### src/rtl/ilpa_pkg.sv
// ilpa_pkg: shared types, codes and constants of the interrupt line pool allocator
// no dependencies; used by the interfaces, controller, datapath and top level

package ilpa_pkg;

	// fixed geometry
	localparam int NUM_LINES   = 32;
	localparam int MAX_SOURCES = 128;
	localparam int POOL_SIZE   = 7;
	localparam int POOL_IDX_W  = 3;
	localparam int LINE_W      = 5;
	localparam int SRC_W       = 7;
	localparam int ROUTE_W     = 8;
	localparam int MASK_W      = 32;

	// line a detached source is routed to
	localparam logic [LINE_W-1:0] DETACH_LINE = 5'd16;

	// configuration reset values
	localparam logic [7:0]  SOURCE_COUNT_RST = 8'd69;
	localparam logic [31:0] MAP_BASE_RST     = 32'd0;
	localparam logic [15:0] MAP_STRIDE_RST   = 16'd4;

	typedef enum logic [1:0] {
		REQ_ENABLE   = 2'd0,
		REQ_DISABLE  = 2'd1,
		REQ_DISPATCH = 2'd2
	} req_code_t;

	typedef enum logic [1:0] {
		ST_OK        = 2'd0,
		ST_RANGE     = 2'd1,
		ST_EXHAUSTED = 2'd2
	} status_code_t;

	typedef enum logic [1:0] {
		CFG_SOURCE_COUNT = 2'd0,
		CFG_MAP_BASE     = 2'd1,
		CFG_MAP_STRIDE   = 2'd2
	} cfg_index_t;

	typedef enum logic {
		FSM_IDLE = 1'b0,
		FSM_EXEC = 1'b1
	} fsm_state_t;

	// request payload
	typedef struct packed {
		logic [1:0]        req_type;
		logic [SRC_W-1:0]  source;
		logic [LINE_W-1:0] cpu_line;
		logic              handler_present;
	} req_t;

	// result payload
	typedef struct packed {
		logic [1:0]        status;
		logic [LINE_W-1:0] assigned_line;
		logic              map_write;
		logic [31:0]       map_address;
		logic [LINE_W-1:0] map_value;
		logic [MASK_W-1:0] enable_mask;
		logic              call_handler;
		logic [SRC_W-1:0]  handler_source;
		logic              line_masked;
	} rsp_t;

	// controller to datapath commands
	typedef struct packed {
		logic capture;
		logic commit;
	} cmd_t;

	// cpu line served by each pool slot, in search order
	function automatic logic [LINE_W-1:0] pool_line(input logic [POOL_IDX_W-1:0] idx);
		logic [LINE_W-1:0] line;
		case (idx)
			3'd0: line = 5'd12;
			3'd1: line = 5'd13;
			3'd2: line = 5'd17;
			3'd3: line = 5'd18;
			3'd4: line = 5'd9;
			3'd5: line = 5'd2;
			3'd6: line = 5'd3;
			default: line = 5'd0;
		endcase
		return line;
	endfunction

	// a pool slot is usable only if its line exists on this core
	function automatic logic pool_usable(input logic [POOL_IDX_W-1:0] idx);
		return ({27'd0, pool_line(idx)} < 32'(NUM_LINES)) && ({29'd0, idx} < 32'(POOL_SIZE));
	endfunction

endpackage

### src/rtl/ilpa_req_if.sv
// ilpa_req_if: valid/ready channel carrying one request item
// depends on ilpa_pkg for field widths

interface ilpa_req_if;
	logic                          valid;
	logic                          ready;
	logic [1:0]                    req_type;
	logic [ilpa_pkg::SRC_W-1:0]    source_id;
	logic [ilpa_pkg::LINE_W-1:0]   cpu_line;
	logic                          handler_present;

	modport source (output valid, req_type, source_id, cpu_line, handler_present, input ready);
	modport sink   (input valid, req_type, source_id, cpu_line, handler_present, output ready);
endinterface

### src/rtl/ilpa_rsp_if.sv
// ilpa_rsp_if: valid/ready channel carrying one result item
// depends on ilpa_pkg for field widths

interface ilpa_rsp_if;
	logic                          valid;
	logic                          ready;
	logic [1:0]                    status;
	logic [ilpa_pkg::LINE_W-1:0]   assigned_line;
	logic                          map_write;
	logic [31:0]                   map_address;
	logic [ilpa_pkg::LINE_W-1:0]   map_value;
	logic [ilpa_pkg::MASK_W-1:0]   enable_mask;
	logic                          call_handler;
	logic [ilpa_pkg::SRC_W-1:0]    handler_source;
	logic                          line_masked;

	modport source (output valid, status, assigned_line, map_write, map_address, map_value,
		enable_mask, call_handler, handler_source, line_masked, input ready);
	modport sink   (input valid, status, assigned_line, map_write, map_address, map_value,
		enable_mask, call_handler, handler_source, line_masked, output ready);
endinterface

### src/rtl/ilpa_ctrl.sv
// ilpa_ctrl: request sequencer and result valid flag
// depends on ilpa_pkg (state enum, command struct)

module ilpa_ctrl (
	input  logic              clk,
	input  logic              arst_n,
	input  logic              in_valid,
	output logic              in_ready,
	output logic              out_valid,
	input  logic              out_ready,
	output ilpa_pkg::cmd_t    cmd
);

	ilpa_pkg::fsm_state_t state_q;
	ilpa_pkg::fsm_state_t state_d;
	logic                 out_valid_q;

	// next state and commands
	always_comb begin
		state_d     = state_q;
		in_ready    = 1'b0;
		cmd.capture = 1'b0;
		cmd.commit  = 1'b0;
		case (state_q)
			ilpa_pkg::FSM_IDLE: begin
				in_ready    = 1'b1;
				cmd.capture = in_valid;
				if (in_valid) begin
					state_d = ilpa_pkg::FSM_EXEC;
				end
			end
			ilpa_pkg::FSM_EXEC: begin
				// result register free or being emptied this cycle
				if (!out_valid_q || out_ready) begin
					cmd.commit = 1'b1;
					state_d    = ilpa_pkg::FSM_IDLE;
				end
			end
			default: begin
				state_d = ilpa_pkg::FSM_IDLE;
			end
		endcase
	end

	// state register and result valid flag
	always_ff @(posedge clk or negedge arst_n) begin
		if (!arst_n) begin
			state_q     <= ilpa_pkg::FSM_IDLE;
			out_valid_q <= 1'b0;
		end else begin
			state_q <= state_d;
			if (cmd.commit) begin
				out_valid_q <= 1'b1;
			end else if (out_ready) begin
				out_valid_q <= 1'b0;
			end
		end
	end

	assign out_valid = out_valid_q;

endmodule

### src/rtl/ilpa_dp.sv
// ilpa_dp: configuration registers, pool route table, enable mask and result register
// depends on ilpa_pkg (types, pool table, codes)

module ilpa_dp (
	input  logic                 clk,
	input  logic                 arst_n,
	input  logic                 cfg_we,
	input  logic [1:0]           cfg_index,
	input  logic [31:0]          cfg_data,
	input  ilpa_pkg::cmd_t       cmd,
	input  ilpa_pkg::req_t       req,
	output ilpa_pkg::rsp_t       rsp
);

	localparam int PW = ilpa_pkg::POOL_IDX_W;

	logic [7:0]  source_count_q;
	logic [31:0] map_base_q;
	logic [15:0] map_stride_q;

	// route per pool slot: source + 1, zero when free
	logic [ilpa_pkg::ROUTE_W-1:0] route_q [ilpa_pkg::POOL_SIZE];
	logic [ilpa_pkg::MASK_W-1:0]  enable_q;
	ilpa_pkg::req_t               req_q;
	ilpa_pkg::rsp_t               rsp_q;

	logic [ilpa_pkg::ROUTE_W-1:0] tag;
	logic                         hit;
	logic [PW-1:0]                hit_idx;
	logic                         free_found;
	logic [PW-1:0]                free_idx;
	logic                         disp_hit;
	logic [ilpa_pkg::ROUTE_W-1:0] disp_route;
	logic                         range_err;
	logic [22:0]                  stride_prod;
	logic [31:0]                  route_addr;
	logic                         set_route;
	logic                         clr_route;
	logic [PW-1:0]                upd_idx;
	logic [ilpa_pkg::LINE_W-1:0]  upd_line;
	logic [ilpa_pkg::MASK_W-1:0]  enable_d;
	ilpa_pkg::rsp_t               rsp_d;

	// configuration writes
	always_ff @(posedge clk or negedge arst_n) begin
		if (!arst_n) begin
			source_count_q <= ilpa_pkg::SOURCE_COUNT_RST;
			map_base_q     <= ilpa_pkg::MAP_BASE_RST;
			map_stride_q   <= ilpa_pkg::MAP_STRIDE_RST;
		end else if (cfg_we) begin
			case (cfg_index)
				ilpa_pkg::CFG_SOURCE_COUNT: source_count_q <= cfg_data[7:0];
				ilpa_pkg::CFG_MAP_BASE:     map_base_q     <= cfg_data;
				ilpa_pkg::CFG_MAP_STRIDE:   map_stride_q   <= cfg_data[15:0];
				default: ;
			endcase
		end
	end

	// pool search: first slot already serving the source, first free slot,
	// and the slot behind the dispatched line
	always_comb begin
		tag        = {1'b0, req_q.source} + 8'd1;
		hit        = 1'b0;
		hit_idx    = '0;
		free_found = 1'b0;
		free_idx   = '0;
		disp_hit   = 1'b0;
		disp_route = '0;
		for (int i = 0; i < ilpa_pkg::POOL_SIZE; i++) begin
			if (ilpa_pkg::pool_usable(PW'(i))) begin
				if (!hit && route_q[i] == tag) begin
					hit     = 1'b1;
					hit_idx = PW'(i);
				end
				if (!free_found && route_q[i] == '0) begin
					free_found = 1'b1;
					free_idx   = PW'(i);
				end
				if (ilpa_pkg::pool_line(PW'(i)) == req_q.cpu_line) begin
					disp_hit   = 1'b1;
					disp_route = route_q[i];
				end
			end
		end
	end

	// routing register address
	assign stride_prod = map_stride_q * req_q.source;
	assign route_addr  = map_base_q + {9'd0, stride_prod};
	assign range_err   = ({1'b0, req_q.source} >= source_count_q) ||
		({1'b0, req_q.source} >= 8'(ilpa_pkg::MAX_SOURCES));

	// request evaluation
	always_comb begin
		rsp_d     = '0;
		enable_d  = enable_q;
		set_route = 1'b0;
		clr_route = 1'b0;
		upd_idx   = hit ? hit_idx : free_idx;
		upd_line  = ilpa_pkg::pool_line(upd_idx);
		case (req_q.req_type)
			ilpa_pkg::REQ_ENABLE: begin
				if (range_err) begin
					rsp_d.status = ilpa_pkg::ST_RANGE;
				end else if (!hit && !free_found) begin
					rsp_d.status = ilpa_pkg::ST_EXHAUSTED;
				end else begin
					set_route           = 1'b1;
					enable_d            = enable_q | (32'd1 << upd_line);
					rsp_d.assigned_line = upd_line;
					rsp_d.map_write     = 1'b1;
					rsp_d.map_address   = route_addr;
					rsp_d.map_value     = upd_line;
				end
			end
			ilpa_pkg::REQ_DISABLE: begin
				upd_idx  = hit_idx;
				upd_line = ilpa_pkg::pool_line(hit_idx);
				if (range_err) begin
					rsp_d.status = ilpa_pkg::ST_RANGE;
				end else if (hit) begin
					clr_route           = 1'b1;
					enable_d            = enable_q & ~(32'd1 << upd_line);
					rsp_d.assigned_line = upd_line;
					rsp_d.map_write     = 1'b1;
					rsp_d.map_address   = route_addr;
					rsp_d.map_value     = ilpa_pkg::DETACH_LINE;
				end
			end
			ilpa_pkg::REQ_DISPATCH: begin
				rsp_d.assigned_line = req_q.cpu_line;
				if (disp_hit && disp_route != '0 && req_q.handler_present) begin
					rsp_d.call_handler   = 1'b1;
					rsp_d.handler_source = ilpa_pkg::SRC_W'(disp_route - 8'd1);
				end else begin
					enable_d          = enable_q & ~(32'd1 << req_q.cpu_line);
					rsp_d.line_masked = 1'b1;
				end
			end
			default: ;
		endcase
		rsp_d.enable_mask = enable_d;
	end

	// route table and enable mask
	always_ff @(posedge clk or negedge arst_n) begin
		if (!arst_n) begin
			enable_q <= '0;
			for (int i = 0; i < ilpa_pkg::POOL_SIZE; i++) begin
				route_q[i] <= '0;
			end
		end else if (cmd.commit) begin
			enable_q <= enable_d;
			if (set_route) begin
				route_q[upd_idx] <= tag;
			end else if (clr_route) begin
				route_q[upd_idx] <= '0;
			end
		end
	end

	// request capture and result register
	always_ff @(posedge clk) begin
		if (cmd.capture) begin
			req_q <= req;
		end
		if (cmd.commit) begin
			rsp_q <= rsp_d;
		end
	end

	assign rsp = rsp_q;

endmodule

### src/rtl/interrupt_line_pool_allocator.sv
// interrupt_line_pool_allocator: top level joining controller and datapath
// depends on ilpa_pkg, ilpa_req_if, ilpa_rsp_if, ilpa_ctrl, ilpa_dp
//
// Usage:
//   req channel: one request item (enable, disable or dispatch) per handshake.
//   rsp channel: exactly one result item per request, in request order.
//   cfg port: the user must write source_count, map_base and map_stride
//   via cfg_we/cfg_index/cfg_data while idle (unenforced); index 3 is ignored.
// Timing:
//   a request is accepted in the idle state, evaluated against the seven-slot
//   pool and committed in the exec state once the result register is free or
//   being emptied; the commit registers the result. The two-state request
//   sequencer takes no new request until that commit.
// Reset:
//   arst_n clears all routes, the enable mask and the result flag and loads
//   the configuration reset values (69 sources, base 0, stride 4).
// Stalls:
//   a finished result waits in the output register while rsp.ready is low;
//   one further request is taken meanwhile and held until the result leaves.

module interrupt_line_pool_allocator (
	input  logic        clk,
	input  logic        arst_n,
	input  logic        cfg_we,
	input  logic [1:0]  cfg_index,
	input  logic [31:0] cfg_data,
	ilpa_req_if.sink    req,
	ilpa_rsp_if.source  rsp
);

	ilpa_pkg::cmd_t cmd;
	ilpa_pkg::req_t req_item;
	ilpa_pkg::rsp_t rsp_item;

	// pack request fields
	assign req_item.req_type        = req.req_type;
	assign req_item.source          = req.source_id;
	assign req_item.cpu_line        = req.cpu_line;
	assign req_item.handler_present = req.handler_present;

	// sequencer
	ilpa_ctrl u_ctrl (
		.clk       (clk),
		.arst_n    (arst_n),
		.in_valid  (req.valid),
		.in_ready  (req.ready),
		.out_valid (rsp.valid),
		.out_ready (rsp.ready),
		.cmd       (cmd)
	);

	// tables and result register
	ilpa_dp u_dp (
		.clk       (clk),
		.arst_n    (arst_n),
		.cfg_we    (cfg_we),
		.cfg_index (cfg_index),
		.cfg_data  (cfg_data),
		.cmd       (cmd),
		.req       (req_item),
		.rsp       (rsp_item)
	);

	// unpack result fields
	assign rsp.status         = rsp_item.status;
	assign rsp.assigned_line  = rsp_item.assigned_line;
	assign rsp.map_write      = rsp_item.map_write;
	assign rsp.map_address    = rsp_item.map_address;
	assign rsp.map_value      = rsp_item.map_value;
	assign rsp.enable_mask    = rsp_item.enable_mask;
	assign rsp.call_handler   = rsp_item.call_handler;
	assign rsp.handler_source = rsp_item.handler_source;
	assign rsp.line_masked    = rsp_item.line_masked;

endmodule

### src/flat_wrapper.sv
// flat-port wrapper written by rule: the top's interface ports become plain ports
module interrupt_line_pool_allocator_flat 
  (clk, arst_n, cfg_we, cfg_index, cfg_data, req_valid, req_req_type, req_source_id, req_cpu_line, req_handler_present, req_ready, rsp_valid, rsp_status, rsp_assigned_line, rsp_map_write, rsp_map_address, rsp_map_value, rsp_enable_mask, rsp_call_handler, rsp_handler_source, rsp_line_masked, rsp_ready);
  ilpa_req_if req_i ();
  ilpa_rsp_if rsp_i ();
  input  logic clk;
  input  logic arst_n;
  input  logic cfg_we;
  input  logic [1:0] cfg_index;
  input  logic [31:0] cfg_data;
  input wire logic [$bits(req_i.valid)-1:0] req_valid;
  input wire logic [$bits(req_i.req_type)-1:0] req_req_type;
  input wire logic [$bits(req_i.source_id)-1:0] req_source_id;
  input wire logic [$bits(req_i.cpu_line)-1:0] req_cpu_line;
  input wire logic [$bits(req_i.handler_present)-1:0] req_handler_present;
  output wire logic [$bits(req_i.ready)-1:0] req_ready;
  output wire logic [$bits(rsp_i.valid)-1:0] rsp_valid;
  output wire logic [$bits(rsp_i.status)-1:0] rsp_status;
  output wire logic [$bits(rsp_i.assigned_line)-1:0] rsp_assigned_line;
  output wire logic [$bits(rsp_i.map_write)-1:0] rsp_map_write;
  output wire logic [$bits(rsp_i.map_address)-1:0] rsp_map_address;
  output wire logic [$bits(rsp_i.map_value)-1:0] rsp_map_value;
  output wire logic [$bits(rsp_i.enable_mask)-1:0] rsp_enable_mask;
  output wire logic [$bits(rsp_i.call_handler)-1:0] rsp_call_handler;
  output wire logic [$bits(rsp_i.handler_source)-1:0] rsp_handler_source;
  output wire logic [$bits(rsp_i.line_masked)-1:0] rsp_line_masked;
  input wire logic [$bits(rsp_i.ready)-1:0] rsp_ready;
  assign req_i.valid = req_valid;
  assign req_i.req_type = req_req_type;
  assign req_i.source_id = req_source_id;
  assign req_i.cpu_line = req_cpu_line;
  assign req_i.handler_present = req_handler_present;
  assign req_ready = req_i.ready;
  assign rsp_valid = rsp_i.valid;
  assign rsp_status = rsp_i.status;
  assign rsp_assigned_line = rsp_i.assigned_line;
  assign rsp_map_write = rsp_i.map_write;
  assign rsp_map_address = rsp_i.map_address;
  assign rsp_map_value = rsp_i.map_value;
  assign rsp_enable_mask = rsp_i.enable_mask;
  assign rsp_call_handler = rsp_i.call_handler;
  assign rsp_handler_source = rsp_i.handler_source;
  assign rsp_line_masked = rsp_i.line_masked;
  assign rsp_i.ready = rsp_ready;
  interrupt_line_pool_allocator u_core (.clk(clk), .arst_n(arst_n), .cfg_we(cfg_we), .cfg_index(cfg_index), .cfg_data(cfg_data), .req(req_i), .rsp(rsp_i));
endmodule
### config.mk
export PLATFORM = sky130hd
export DESIGN_NAME = interrupt_line_pool_allocator_flat
export DESIGN_NICKNAME = d
export VERILOG_FILES = /design/src/rtl/ilpa_pkg.sv /design/src/rtl/ilpa_req_if.sv /design/src/rtl/ilpa_rsp_if.sv /design/src/rtl/ilpa_ctrl.sv /design/src/rtl/ilpa_dp.sv /design/src/rtl/interrupt_line_pool_allocator.sv /design/src/flat_wrapper.sv
export SDC_FILE = /design/constraint.sdc
export NUM_CORES = 1
export LEC_CHECK = 0
export BUFFER_PORTS_ARGS = -buffer_cell sky130_fd_sc_hd__buf_2
export CAP_MARGIN = 5
export CORE_UTILIZATION = 40
export DETAILED_ROUTE_END_ITERATION = 10
export SLEW_MARGIN = 15
export SYNTH_ARGS = -nofsm -noshare
export SYNTH_HDL_FRONTEND = slang
export SYNTH_HIERARCHICAL = 1
export SYNTH_SLANG_ARGS = --single-unit
### constraint.sdc
create_clock -name clk -period 5.4 [get_ports clk]
set_clock_uncertainty 0.2 [all_clocks]
set_input_delay 1.08 -clock clk [delete_from_list [all_inputs] [get_ports clk]]
set_output_delay 1.08 -clock clk [all_outputs]
set_load 0.02 [all_outputs]
## Word level (Yosys, flattened, before mapping)

Cells that the tools add are included.

| word-level totals | value |
|---|---|
| output and inout bits | 88 |
| word-level logic and storage cells | 209 |
| bits of input ports | 54 |
| flip-flop bits (word level) | 247 |

| cells by class | value |
|---|---|
| reduce and logical (&&, ||, !) cells | 51 |
| order comparisons | 3 |
| shift-type cells | 3 |
| bitwise logic cells | 9 |
| eq/ne operators | 30 |
| add/subtract/negate cells | 3 |
| muxes and demuxes | 83 |
| multipliers | 1 |

Operators with widths:

| kind | number |
|---|---|
| 2-to-1 mux 43 bit | 4 |
| 2-to-1 mux 32 bit | 5 |
| 2-to-1 mux 56 bit | 2 |
| one-hot mux 32 bit (3 select lines) | 1 |
| << shifter 1 x 5 -> 32 bit, first input constant | 3 |
| one-hot mux 38 bit (2 select lines) | 1 |
| 2-to-1 mux 8 bit | 9 |
| one-hot mux 5 bit (7 select lines) | 2 |
| bitwise AND 32 bit | 2 |
| NOT 32 bit | 2 |
| bitwise AND 56 bit | 1 |
| bitwise mux 56 bit | 1 |
| equality test 8 bit | 7 |
| zero test 8 bit | 7 |
| NOT 56 bit | 1 |
| 2-to-1 mux 1 bit | 39 |
| 2-to-1 mux 3 bit | 12 |
| adder 32 x 23 -> 32 bit | 1 |
| OR 32 bit | 1 |
| demux 8 bit (select 3 bit) | 1 |
| multiplier 16 x 7 -> 23 bit | 1 |
| equality test 3 bit, second input constant | 6 |
| logical AND 1 bit | 16 |
| equality test 4 x 5 -> 1 bit, first input constant | 3 |
| 25 further kinds | 55 |

## Depth between registers and ports, before layout

Gate-level depths: netlist of run 1.

| logic depth | value |
|---|---|
| depth in word-level cells | 32 |
| mapped depth | 23 |
| mapped depth without buffers | 20 |

## Hierarchy

Netlist of run 1, hierarchy kept.

By module, submodules not included:

| module | area an instance (um^2) | sequential area each (um^2) | times used | cells an instance |
|---|---|---|---|---|
| ilpa_dp | 17083.9 | 6641.4 | 1 | 1569 |
| ilpa_ctrl | 93.8 | 50.0 | 1 | 8 |

## Worst setup path after synthesis of run 1

OpenSTA, ideal clock, no wires.

| timing | value |
|---|---|
| path type | reg2reg |
| start | register u_core/u_dp/req_q[10] in the netlist's numbering |
| end | register u_core.u_dp.rsp_q, in the netlist u_core/u_dp/rsp[77] (data pin) |
| data required time | 4.942 ns |
| path slack | -0.564 ns |
| arrival time | 5.506 ns |
| setup time | 0.258 ns |
| clock period less this slack | 5.964 ns |
| cell stages (with the launch flop) | 20 |
| buffers on the path | 3 |
| cell sequence | edfxtp_1 -> buf_2 -> clkbuf_1 -> clkbuf_1 -> nand2_1 -> fa_1 -> fa_1 -> fa_1 -> fa_1 -> inv_1 -> ha_1 -> o21ai_0 -> nor2_1 -> a31oi_1 -> nor3_1 -> o41ai_1 -> o21ai_0 -> a31o_2 -> and4_1 -> mux2i_1 |

| between the ends | value |
|---|---|
| longest elaborated chain between the ends | 26 |
| elaborated cells on any way between the ends | 37 |
| those cells by class | add/sub: 2; mul: 1; order compare: 1; eq/ne: 7; mux: 12; reduce/logical: 14 |

Ends and longest elaborated chain:

| item | line | source |
|---|---|---|
| start, declared | ilpa_dp.sv:24 | `ilpa_pkg::req_t req_q;` |
| start signal, assigned | ilpa_dp.sv:166 | `req_q <= req;` |
| branches (longest 25 deep; another with adder 32 x 23 -> 32 bit) | -- |  |
| one-hot mux 38 bit (2 select lines) (*) | ilpa_dp.sv:102 | `case (req_q.req_type)` |
| end signal, assigned | ilpa_dp.sv:169 | `rsp_q <= rsp_d;` |
| end, declared | ilpa_dp.sv:25 | `ilpa_pkg::rsp_t rsp_q;` |

Every way passes the cells marked *.
A chain may end at the register's enable or synchronous reset.

## Worst setup path after layout of run 1

Same ends and word-level chain as after synthesis.

==> results of run 1 <==
cell usage in the layout (no fill, tap or decap), types with 15 or more instances in the layout:
cell,synthesis,layout
and2_1,94,88
nand2_1,102,100
nand3_1,19,18
ha_1,58,49
fa_1,90,86
o21a_1,39,39
nor2_1,90,89
dfrtp_1,142,139
inv_1,141,137
nor4_1,21,20
nor3_1,23,22
mux2_2,92,92
o21ai_0,46,37
mux2i_1,15,15
nor2b_1,19,19
buf_2,15,140
xor2_1,29,29
nand2b_1,16,16
edfxtp_1,101,101
a31oi_1,21,19
clkbuf_16,0,29
buf_4,3,62
xnor2_1,41,41
a21oi_1,51,47
mux2_4,16,16
metal layers:
metal / vias up / global-route usage [%] / share of wire, %
met5: - / 0 / 0
met2: 345 / 33.1 / 45
met1: 6277 / 31.0 / 48
met4: 0 / 6.57 / 2.5
li1: 5903 / - / -
met3: 77 / 2.83 / 5.0
state kept, by name (all words and copies together) (netlist names):
name	count
u_core/u_ctrl/out_valid	1
u_core/u_ctrl/state_q	1
u_core/u_dp/enable_q	32
u_core/u_dp/map_base_q	32
u_core/u_dp/map_stride_q	16
u_core/u_dp/req_q	15
u_core/u_dp/route_q	56
u_core/u_dp/rsp	86
u_core/u_dp/source_count_q	8
final cells by class:
cell class | instances | area (sq um) | area share, %
inverter | 143 | 537 | 2.69
tap | 539 | 674 | 3.38
clock inverter | 12 | 161 | 0.809
clock buffer | 42 | 815 | 4.08
sequential | 247 | 6700 | 33.6
multi-input combinational | 1117 | 9770 | 49.0
timing repair buffer | 212 | 1300 | 6.50
critical path, cell delays in order (launching register included):
cell and delay, ns:
edfxtp_1 0.44, buf_6 0.17, buf_4 0.15, and2_4 0.14, fa_1 0.52, inv_1 0.06, fa_2 0.53, fa_2 0.44
fa_2 0.53, inv_1 0.04, ha_2 0.18, a21o_1 0.16, a21o_1 0.18, a21oi_2 0.12, o21ai_2 0.08, o41ai_2 0.29
buf_4 0.18, o21ai_2 0.06, a31o_2 0.30, and4_1 0.17, mux2i_1 0.11
where the power goes:
| group | internal (mW) | switching (mW) |
|---|---|---|
| logic | 3.39 | 4.19 |
| registers | 2.34 | 0.258 |
| clock network | 1.19 | 0.822 |
| total | 6.93 | 5.27 |
kinds of logic (layout without fill, tap and decap cells):
kind of cell / count (synthesis) / count (layout)
DFF: 247 / 247
and+or+nand+nor: 484 / 484
buffers and inverters: 213 / 409
AOI/OAI and AO/OA: 289 / 289
xor gates and xnor gates: 73 / 73
adders and majority gates: 148 / 148
muxes: 123 / 123
repair_timing:
| action | CTS | global route |
|---|---|---|
| pin swaps | 5 | 33 |
| setup buffers | 3 | 14 |
| gates cloned | 0 | 0 |
| setup endpoints to repair | 6 | 9 |
| gates resized for setup | 5 | 52 |
stage by stage:
| step | cell area (sq um) | setup WS (ns) |
|---|---|---|
| 4_1_cts | 19700 | 0.00162 |
| 6_report | 20000 | 0.105 |
| 3_3_place_gp | 18700 | -0.0127 |
| 2_1_floorplan | 17300 | -0.0187 |
| 5_1_grt | 20000 | -0.0707 |
| 3_5_place_dp | 18700 | -0.121 |
cells in the mapped netlist, types with 21 or more instances:
cell and number:
a31oi_1 21, nor3_1 23, clkbuf_1 37, o21ai_0 46, nor2_1 90, inv_1 141, xnor2_1 41, edfxtp_1 101
a21oi_1 51, nor4_1 21, nand2_1 102, xor2_1 29, and2_1 94, fa_1 90, mux2_2 92, dfrtp_1 142
o21a_1 39, ha_1 58
worst paths after layout:
kind	from	slack, ns	depth (start not counted)	endpoint
setup reg to reg	u_core/u_dp/req_q[10]$_DFFE_PP_	0.10	20	u_core/u_dp/rsp[77]$_SDFFCE_PN0P_
min in group asynchronous	arst_n	0.36	1	u_core/u_dp/map_base_q[8]$_DFFE_PN0P_
hold reg to reg	u_core/u_dp/enable_q[23]$_DFFE_PN0P_	0.29	1	u_core/u_dp/enable_q[23]$_DFFE_PN0P_
hold / removal	u_core/u_dp/enable_q[23]$_DFFE_PN0P_	0.29	1	u_core/u_dp/enable_q[23]$_DFFE_PN0P_
max in group asynchronous	arst_n	3.58	2	u_core/u_dp/route_q[39]$_DFFE_PN0P_
setup / recovery	u_core/u_dp/req_q[10]$_DFFE_PP_	0.10	20	u_core/u_dp/rsp[77]$_SDFFCE_PN0P_
==> impl_metrics.py, run 1 <==
metrics = {
    "logic_synthesis": {
        "yosysWarnings": 6,
        "synth_xor_area_share_pct": 3.98,
        "synthArstFlopShare_pct": 59.1,
        "synthMuxAreaShare_pct": 8.30,
        "avgSynthCellArea_sq_um": 10.9,
        "synth_cell_type_count": 117,
        "synth_compound_area_share_pct": 12.8,
        "yosysSeqAreaShare_pct": 39.0,
        "synthSimpleGateAreaFrac_pct": 15.9,
        "synth_top_area_share_pct": 20.7,
        "syn-num-nets": 1779,
        "synth_largest_area_cell": "dfrtp_1",
        "ys_ff_latch": 247,
        "synth_edf_count": 101,
        "synth_ff_type": "dfrtp_1",
        "synth_top_family_by_area": "simple AND/OR/NAND/NOR gates",
        "ys_top_cells_by_area": "dfrtp_1 (21%), edfxtp_1 (18%), fa_1 (10%), mux2_2 (6.0%), ha_1 (4.2%)",
        "synth_fa_ha_area_share_pct": 14.7,
        "synth_cells": 1577,
        "syn_area_sq_mm": 0.0172,
    },
    "flow_run": {
        "drv_cap": 0,
    },
    "cells_and_area": {
        "area_delta_synth_final_pct": 16.1,
        "postLayoutCoreUtil_pct": 47.4,
        "filler_cell_count": 3860,
        "nNetsFinal": 1952,
        "drive_above_1_share_pct": 27.1,
        "diodes": 0,
        "final_cells": 2312,
    },
    "sta": {
        "max-slew-margin-rel_pct": 20.4,
        "worst_pin_slew_ns": 1.19,
        "grt_setup_unrepaired": "yes",
        "setup_tns_ns": 0,
        "hold_ws_ns": 0.286,
        "hold_viol_final": 0,
        "min_period_over_period_pct": 98.1,
        "fmax_mhz": 189,
        "setup_viol": 0,
        "maxSlewViolCount": 0,
        "layout_min_cycle_time_ns": 5.30,
    },
    "grt": {
        "grt_pass1_wl_microns": 72800,
        "grt_pass1_vias": 12518,
        "grt-ovfl-total": 0,
        "grt.total_usage_pct": 21.3,
        "antenna_found_initial": 0,
        "grt_max_degree": 82,
    },
    "cts": {
        "htree_levels": 1,
        "path_clk_slew_ns": 0.06,
        "clk_path_buf_depth": 3,
        "cts_tree": "yes",
        "clock_latency_ns": 0.59,
        "ctsHoldBuffers": 0,
        "clock_sinks": 247,
        "clock-root-buffer": "clkbuf_16",
        "cts_made_buffers": 29,
    },
    "placed_design": {
        "place_congestion": 0.949,
        "dp_cells": 2241,
        "io_buffers": 141,
        "hpwl_microns": 35300,
    },
    "route": {
        "wirelength_microns": 46900,
        "vias": 12602,
        "wl_per_cell_microns": 20.3,
        "drc": 0,
        "vias_per_cell": 5.45,
        "ant_nets": 0,
        "drt-pass1-iter-count": 5,
        "drtIter0Drc": 906,
    },
    "die": {
        "start_util_pct": 40.8,
        "core_area_sq_mm": 0.0421,
        "die_y_microns": 209,
        "ios": 142,
        "die_w_microns": 209,
        "rows": 75,
        "die_area_sq_mm": 0.0438,
    },
    "critical_path": {
        "cp_max_fo": 6,
        "critPathArrivalTime_ns": 5.42,
        "end_kind": "flip-flop",
        "crit_type": "flip-flop to flip-flop",
        "start_kind": "flip-flop",
        "required_ns": 5.52,
    },
    "power_and_ir_drop": {
        "peakVddDrop_mv": 0.611,
        "powerDensity_mw_per_mm2": 612,
        "power_leakage_nw": 8.73,
        "total_power_mw": 12.2,
    },
    "outcome": {
        "run_status": "complete, no violations",
    },
    "worst_hold_path": {
        "hold_class": "flip-flop to flip-flop",
    },
}
(Power assumes the default switching activity.)
==> inputs of run 2 (changes only) <==
CORE_UTILIZATION = 50   (was 40)
PLACE_DENSITY = 0.75   (was unset)
==> impl_metrics.py, run 2 (synthesized netlist as in run 1, its figures left out) <==
metrics = {
    "outcome": {
        "run_status": "complete, no violations",
    },
    "cts": {
        "htree_levels": 1,
        "clock_sinks": 247,
        "clock-root-buffer": "clkbuf_16",
        "cts_made_buffers": 29,
        "ctsHoldBuffers": 0,
        "path_clk_slew_ns": 0.06,
        "clock_latency_ns": 0.58,
        "clk_path_buf_depth": 3,
        "cts_tree": "yes",
    },
    "power_and_ir_drop": {
        "power_frac_clock_pct": 17.3,
        "p_int_mw": 6.94,
        "powerDensity_mw_per_mm2": 616,
        "pwr-share-comb_pct": 61.5,
        "power_leakage_nw": 8.77,
        "switching_share_pct": 43.4,
        "pwr-share-seq_pct": 21.2,
        "p_sw_mw": 5.33,
        "peakVddDrop_mv": 0.624,
    },
    "critical_path": {
        "critPathArrivalTime_ns": 5.49,
        "worstReg2RegEnd": "u_core/u_dp/rsp[77]$_SDFFCE_PN0P_",
        "crit_end": "u_core/u_dp/rsp[77]$_SDFFCE_PN0P_",
        "required_ns": 5.51,
        "crit_cells": 19,
        "crit_type": "flip-flop to flip-flop",
        "end_kind": "flip-flop",
        "crit_buf_inv": 4,
        "r2r-start": "u_core/u_dp/req_q[7]$_DFFE_PP_",
        "cp_common_cell": "fa_2",
        "max_stage_delay_ns": 0.57,
        "path_delay_family": "adder cells",
        "crit_chain": "buf_6, buf_6, and2_1, fa_1, inv_1, fa_2, fa_2, fa_2, inv_1, ha_1, a21o_1, a21o_1, a21oi_2, o21ai_2, o41ai_4, o21ai_1, a31o_2, and4_1, mux2i_1",
        "crit_start": "u_core/u_dp/req_q[7]$_DFFE_PP_",
        "start_kind": "flip-flop",
        "cp_max_fo": 5,
        "ff2ff_path_depth": 19,
        "critPathSlowestCell": "fa_2",
        "reg2reg_slack_ns": 0.02,
    },
    "grt": {
        "grt_pass1_vias": 12732,
        "grt_pass1_wl_microns": 72000,
        "grt.total_usage_pct": 26.0,
        "grt-ovfl-total": 0,
        "grt_max_degree": 86,
        "antenna_found_initial": 1,
    },
    "route": {
        "wl_met1_microns": 20600,
        "drt-pass1-iter-count": 5,
        "drtIter0Drc": 1068,
        "vias_per_cell": 5.79,
        "met2WireLength_microns": 21100,
        "drc": 0,
        "route.met3.wl_microns": 3100,
        "highest_layer": "met5",
        "wl_per_cell_microns": 20.7,
        "ant_nets": 0,
        "vias": 12869,
        "wirelength_microns": 46000,
    },
    "cells_and_area": {
        "postLayoutCoreUtil_pct": 59.1,
        "nNetsFinal": 1953,
        "multi_input_area_sq_mm": 0.00978,
        "layout_common_cells": "buf_2 (140), dfrtp_1 (140), inv_1 (137), nand2_1 (101), edfxtp_1 (101)",
        "ff_latch_area_sq_mm": 0.00669,
        "drive_above_1_share_pct": 27.2,
        "area_delta_synth_final_pct": 16.0,
        "filler_cell_count": 2795,
        "largest_reg_flops": 86,
    },
    "sta": {
        "max-slew-margin-rel_pct": 29.8,
        "hold_viol_final": 0,
        "fin_ws_ns": 0.0166,
        "hold_ws_ns": 0.285,
        "fmax_mhz": 186,
        "grt_setup_unrepaired": "yes",
        "worst_pin_slew_ns": 1.05,
        "maxSlewViolCount": 0,
        "min_period_over_period_pct": 99.7,
        "setup_viol": 0,
        "layout_min_cycle_time_ns": 5.38,
        "setup_tns_ns": 0,
    },
    "die": {
        "core_area_sq_mm": 0.0337,
        "die_area_sq_mm": 0.0351,
        "ios": 142,
        "rows": 67,
        "die_y_microns": 187,
        "start_util_pct": 51.0,
        "die_w_microns": 187,
    },
    "placed_design": {
        "dp_slack_ns": -0.218,
        "io_buffers": 141,
        "hpwl_microns": 34400,
        "place_congestion": 0.958,
    },
    "worst_hold_path": {
        "min_from": "u_core/u_dp/enable_q[7]$_DFFE_PN0P_",
        "hold_class": "flip-flop to flip-flop",
    },
    "flow_run": {
        "drv_cap": 0,
    },
}
-- run 2: layer usage --
metal	track usage [%]	vias up
met2	40.9	493
met1	37.8	6403
met3	3.36	93
met5	0	-
met4	7.28	2
li1	-	5878
-- run 2: how the worst min path moves through the flow --
stage / cells after the start / to / slack (ns)
after detailed placement: 1 / u_core/u_dp/enable_q[28]$_DFFE_PN0P_ / 0.28
final: 1 / u_core/u_dp/enable_q[7]$_DFFE_PN0P_ / 0.28
after global placement: 1 / u_core/u_dp/enable_q[7]$_DFFE_PN0P_ / 0.27
after CTS: 1 / u_core/u_dp/enable_q[28]$_DFFE_PN0P_ / 0.29
after floorplan: 1 / u_core/u_dp/enable_q[19]$_DFFE_PN0P_ / 0.26
after global routing: 1 / u_core/u_dp/enable_q[22]$_DFFE_PN0P_ / 0.31
-- run 2: cell type report --
cell class              instances  share of cell area (%)
clock buffers                  37                    3.89
repair buffers                213                    6.55
multi-input cells            1117                    49.1
clock inverters                17                    1.34
diodes                          1                  0.0126
flip-flops and latches        247                    33.6
well taps                     448                    2.81
inverters                     143                    2.69
-- run 2: power groups by stage --
stage               Combinational (mW)  Sequential (mW)  Clock (mW)
floorplan                         5.00             2.71           0
global placement                  6.57             2.63           0
detailed placement                6.77             2.64           0
CTS                               6.96             2.60        2.17
global route                      8.30             2.64        2.23
finish                            7.55             2.61        2.12
-- run 2: stage by stage --
| stage | area [sq um] | cells | power, mW |
|---|---|---|---|
| after CTS | 19700 | 2212 | 11.7 |
| final | 19900 | 2223 | 12.3 |
| after global placement | 18600 | 2155 | 9.19 |
| after detailed placement | 18600 | 2155 | 9.40 |
| after floorplan | 17300 | 1577 | 7.70 |
| after global routing | 19900 | 2222 | 13.2 |
-- run 2: what timing repair did --
action                                  in CTS  in global routing
pin swaps                                    2                 25
resized for setup                            9                 42
buffers inserted                             3                 10
endpoints found under the setup margin       5                 20
==> inputs of run 3 (changes only) <==
ABC_AREA = 1   (was unset)
==> impl_metrics.py, run 3 <==
metrics = {
    "logic_synthesis": {
        "synth_cell_type_count": 55,
        "yosysSeqAreaShare_pct": 39.7,
        "synthArstFlopShare_pct": 59.1,
        "synth_edf_count": 101,
        "ys_ff_latch": 247,
        "ys_top_cells_by_area": "dfrtp_1 (21%), edfxtp_1 (18%), nand2_1 (13%), fa_1 (11%), inv_1 (9.3%)",
        "synth_cells": 2099,
        "synth_most_common_cell": "nand2_1",
        "synth_largest_area_cell": "dfrtp_1",
        "synth_top_area_share_pct": 21.1,
        "syn-num-nets": 2301,
        "ys_top_cells_by_count": "nand2_1 (574), inv_1 (418), dfrtp_1 (142), nor2_1 (141), nand3_1 (130)",
        "yosysWarnings": 6,
        "avgSynthCellArea_sq_um": 8.03,
        "syn_area_sq_mm": 0.0168,
        "synth_ff_type": "dfrtp_1",
    },
    "grt": {
        "grt_max_degree": 79,
        "grt_pass1_wl_microns": 71800,
        "grt_pass1_vias": 13718,
        "grt.total_usage_pct": 26.6,
        "grt-ovfl-total": 0,
        "antenna_found_initial": 3,
    },
    "critical_path": {
        "critPathArrivalTime_ns": 5.33,
        "start_kind": "flip-flop",
        "end_kind": "flip-flop",
        "required_ns": 5.49,
        "crit_start": "u_core/u_dp/req_q[11]$_DFFE_PP_",
        "r2r-start": "u_core/u_dp/req_q[11]$_DFFE_PP_",
        "ff2ff_path_depth": 20,
        "cp_max_fo": 11,
        "crit_type": "flip-flop to flip-flop",
    },
    "route": {
        "drt-pass1-iter-count": 6,
        "wirelength_microns": 44900,
        "vias": 14341,
        "highest_layer": "met5",
        "drtIter0Drc": 1464,
        "vias_per_cell": 5.28,
        "wl_per_cell_microns": 16.5,
        "wl_met1_microns": 20200,
        "route.met3.wl_microns": 3130,
        "met2WireLength_microns": 20400,
        "ant_nets": 0,
        "drc": 0,
    },
    "cells_and_area": {
        "nNetsFinal": 2450,
        "largest_reg_flops": 86,
        "drive_above_1_share_pct": 13.0,
        "final_common_cell": "nand2_1",
        "final_cells": 2714,
        "layout_common_cells": "nand2_1 (574), inv_1 (418), dfrtp_1 (142), nor2_1 (141), buf_2 (140)",
        "finalInstanceArea_sq_mm": 0.0191,
        "area_delta_synth_final_pct": 13.2,
    },
    "placed_design": {
        "place_congestion": 0.952,
        "dp_slack_ns": 0.132,
        "dp_cells": 2649,
        "placed_area_sq_mm": 0.0180,
        "io_buffers": 141,
        "hpwl_microns": 34200,
    },
    "worst_hold_path": {
        "min_path_cells": 2,
        "min_from": "u_core/u_dp/map_base_q[6]$_DFFE_PN0P_",
        "hold_class": "flip-flop to flip-flop",
    },
    "sta": {
        "fmax_mhz": 191,
        "max-slew-margin-rel_pct": 33.5,
        "layout_min_cycle_time_ns": 5.24,
        "grt_setup_unrepaired": "yes",
        "fin_ws_ns": 0.161,
        "min_period_over_period_pct": 97.0,
        "setup_tns_ns": 0,
        "maxSlewViolCount": 0,
        "hold_viol_final": 0,
        "worst_pin_slew_ns": 0.995,
        "setup_viol": 0,
    },
    "cts": {
        "ctsHoldBuffers": 0,
        "path_clk_slew_ns": 0.06,
        "clk_path_buf_depth": 3,
        "clock_sinks": 247,
        "cts_tree": "yes",
        "htree_levels": 1,
        "clock_latency_ns": 0.57,
        "clock-root-buffer": "clkbuf_16",
        "cts_made_buffers": 28,
    },
    "die": {
        "die_y_microns": 186,
        "ios": 142,
        "rows": 66,
        "core_area_sq_mm": 0.0329,
        "die_area_sq_mm": 0.0344,
        "start_util_pct": 51.3,
        "die_w_microns": 186,
    },
    "power_and_ir_drop": {
        "total_power_mw": 9.34,
        "power_leakage_nw": 9.95,
        "powerDensity_mw_per_mm2": 490,
        "peakVddDrop_mv": 0.384,
    },
    "outcome": {
        "run_status": "complete, no violations",
    },
    "flow_run": {
        "drv_cap": 0,
    },
}
## run 3: kinds of logic after synthesis
kind of cell / count (synthesis) / synth area share (%)
AOI/OAI and AO/OA: 231 / 7.74
xor gates and xnor gates: 30 / 1.56
adders and majority gates: 148 / 15.0
buffers and inverters: 486 / 11.2
DFF: 247 / 39.7
muxes: 11 / 0.735
and+or+nand+nor: 946 / 24.1
## run 3: path summary, 6_finish.rpt
path / slack (ns) / endpoint
min: 0.28 / u_core/u_dp/map_base_q[6]$_DFFE_PN0P_
min in group asynchronous: 0.36 / u_core/u_dp/map_base_q[0]$_DFFE_PN0P_
max in group asynchronous: 3.50 / u_core/u_dp/enable_q[9]$_DFFE_PN0P_
max: 0.16 / u_core/u_dp/rsp[77]$_SDFFCE_PN0P_
max reg2reg: 0.16 / u_core/u_dp/rsp[77]$_SDFFCE_PN0P_
min reg2reg: 0.28 / u_core/u_dp/map_base_q[6]$_DFFE_PN0P_
## run 3: final cells by class
cell class                      count  area (sq um)
Clock inverter                     21           203
Antenna cell                        2          5.00
Tap cell                          442           553
Timing Repair Buffer              179           997
Multi-Input combinational cell   1366          8300
Sequential cell                   247          6690
Fill cell                        3014         13800
Clock buffer                       31           722
Inverter                          426          1600
## run 3: per-layer routing
layer / track usage, % / vias up
met1: 38.0 / 6848
met4: 7.28 / 4
met2: 42.5 / 532
li1: - / 6879
met3: 3.80 / 78
met5: 0 / -
## run 3: repair_timing
action | in CTS | in global routing
setup endpoints to repair | 0 | 11
setup buffers | 0 | 11
hold endpoints to repair | 0 | 0
resized for setup | 0 | 6
## run 3: where the power goes
group / internal (mW) / switching [mW]
registers: 2.35 / 0.240
logic: 1.69 / 3.14
clock network: 1.11 / 0.816
total: 5.15 / 4.20
## run 3: critical path, cell delays in order, from the launching register on
cell and delay, ns:
edfxtp_1 0.54, buf_4 0.25, nand2_1 0.06, inv_1 0.05, fa_1 0.49, inv_1 0.05
fa_1 0.49, fa_1 0.42, fa_1 0.49, inv_1 0.04, ha_1 0.38, nand4_1 0.18
nor3_2 0.23, nand2_1 0.08, o211ai_1 0.22, nand3_1 0.10, nand2_1 0.14, nand3_1 0.12
nor2_1 0.17, xor2_1 0.20, nor2_1 0.07
## run 3: metrics by stage
stage                     utilization [%]  hold WS [ns]
after floorplan                         -         0.249
after global placement               54.9         0.262
after detailed placement             54.9         0.270
after CTS                            57.7         0.285
after global routing                 58.0         0.301
final                                58.0         0.282
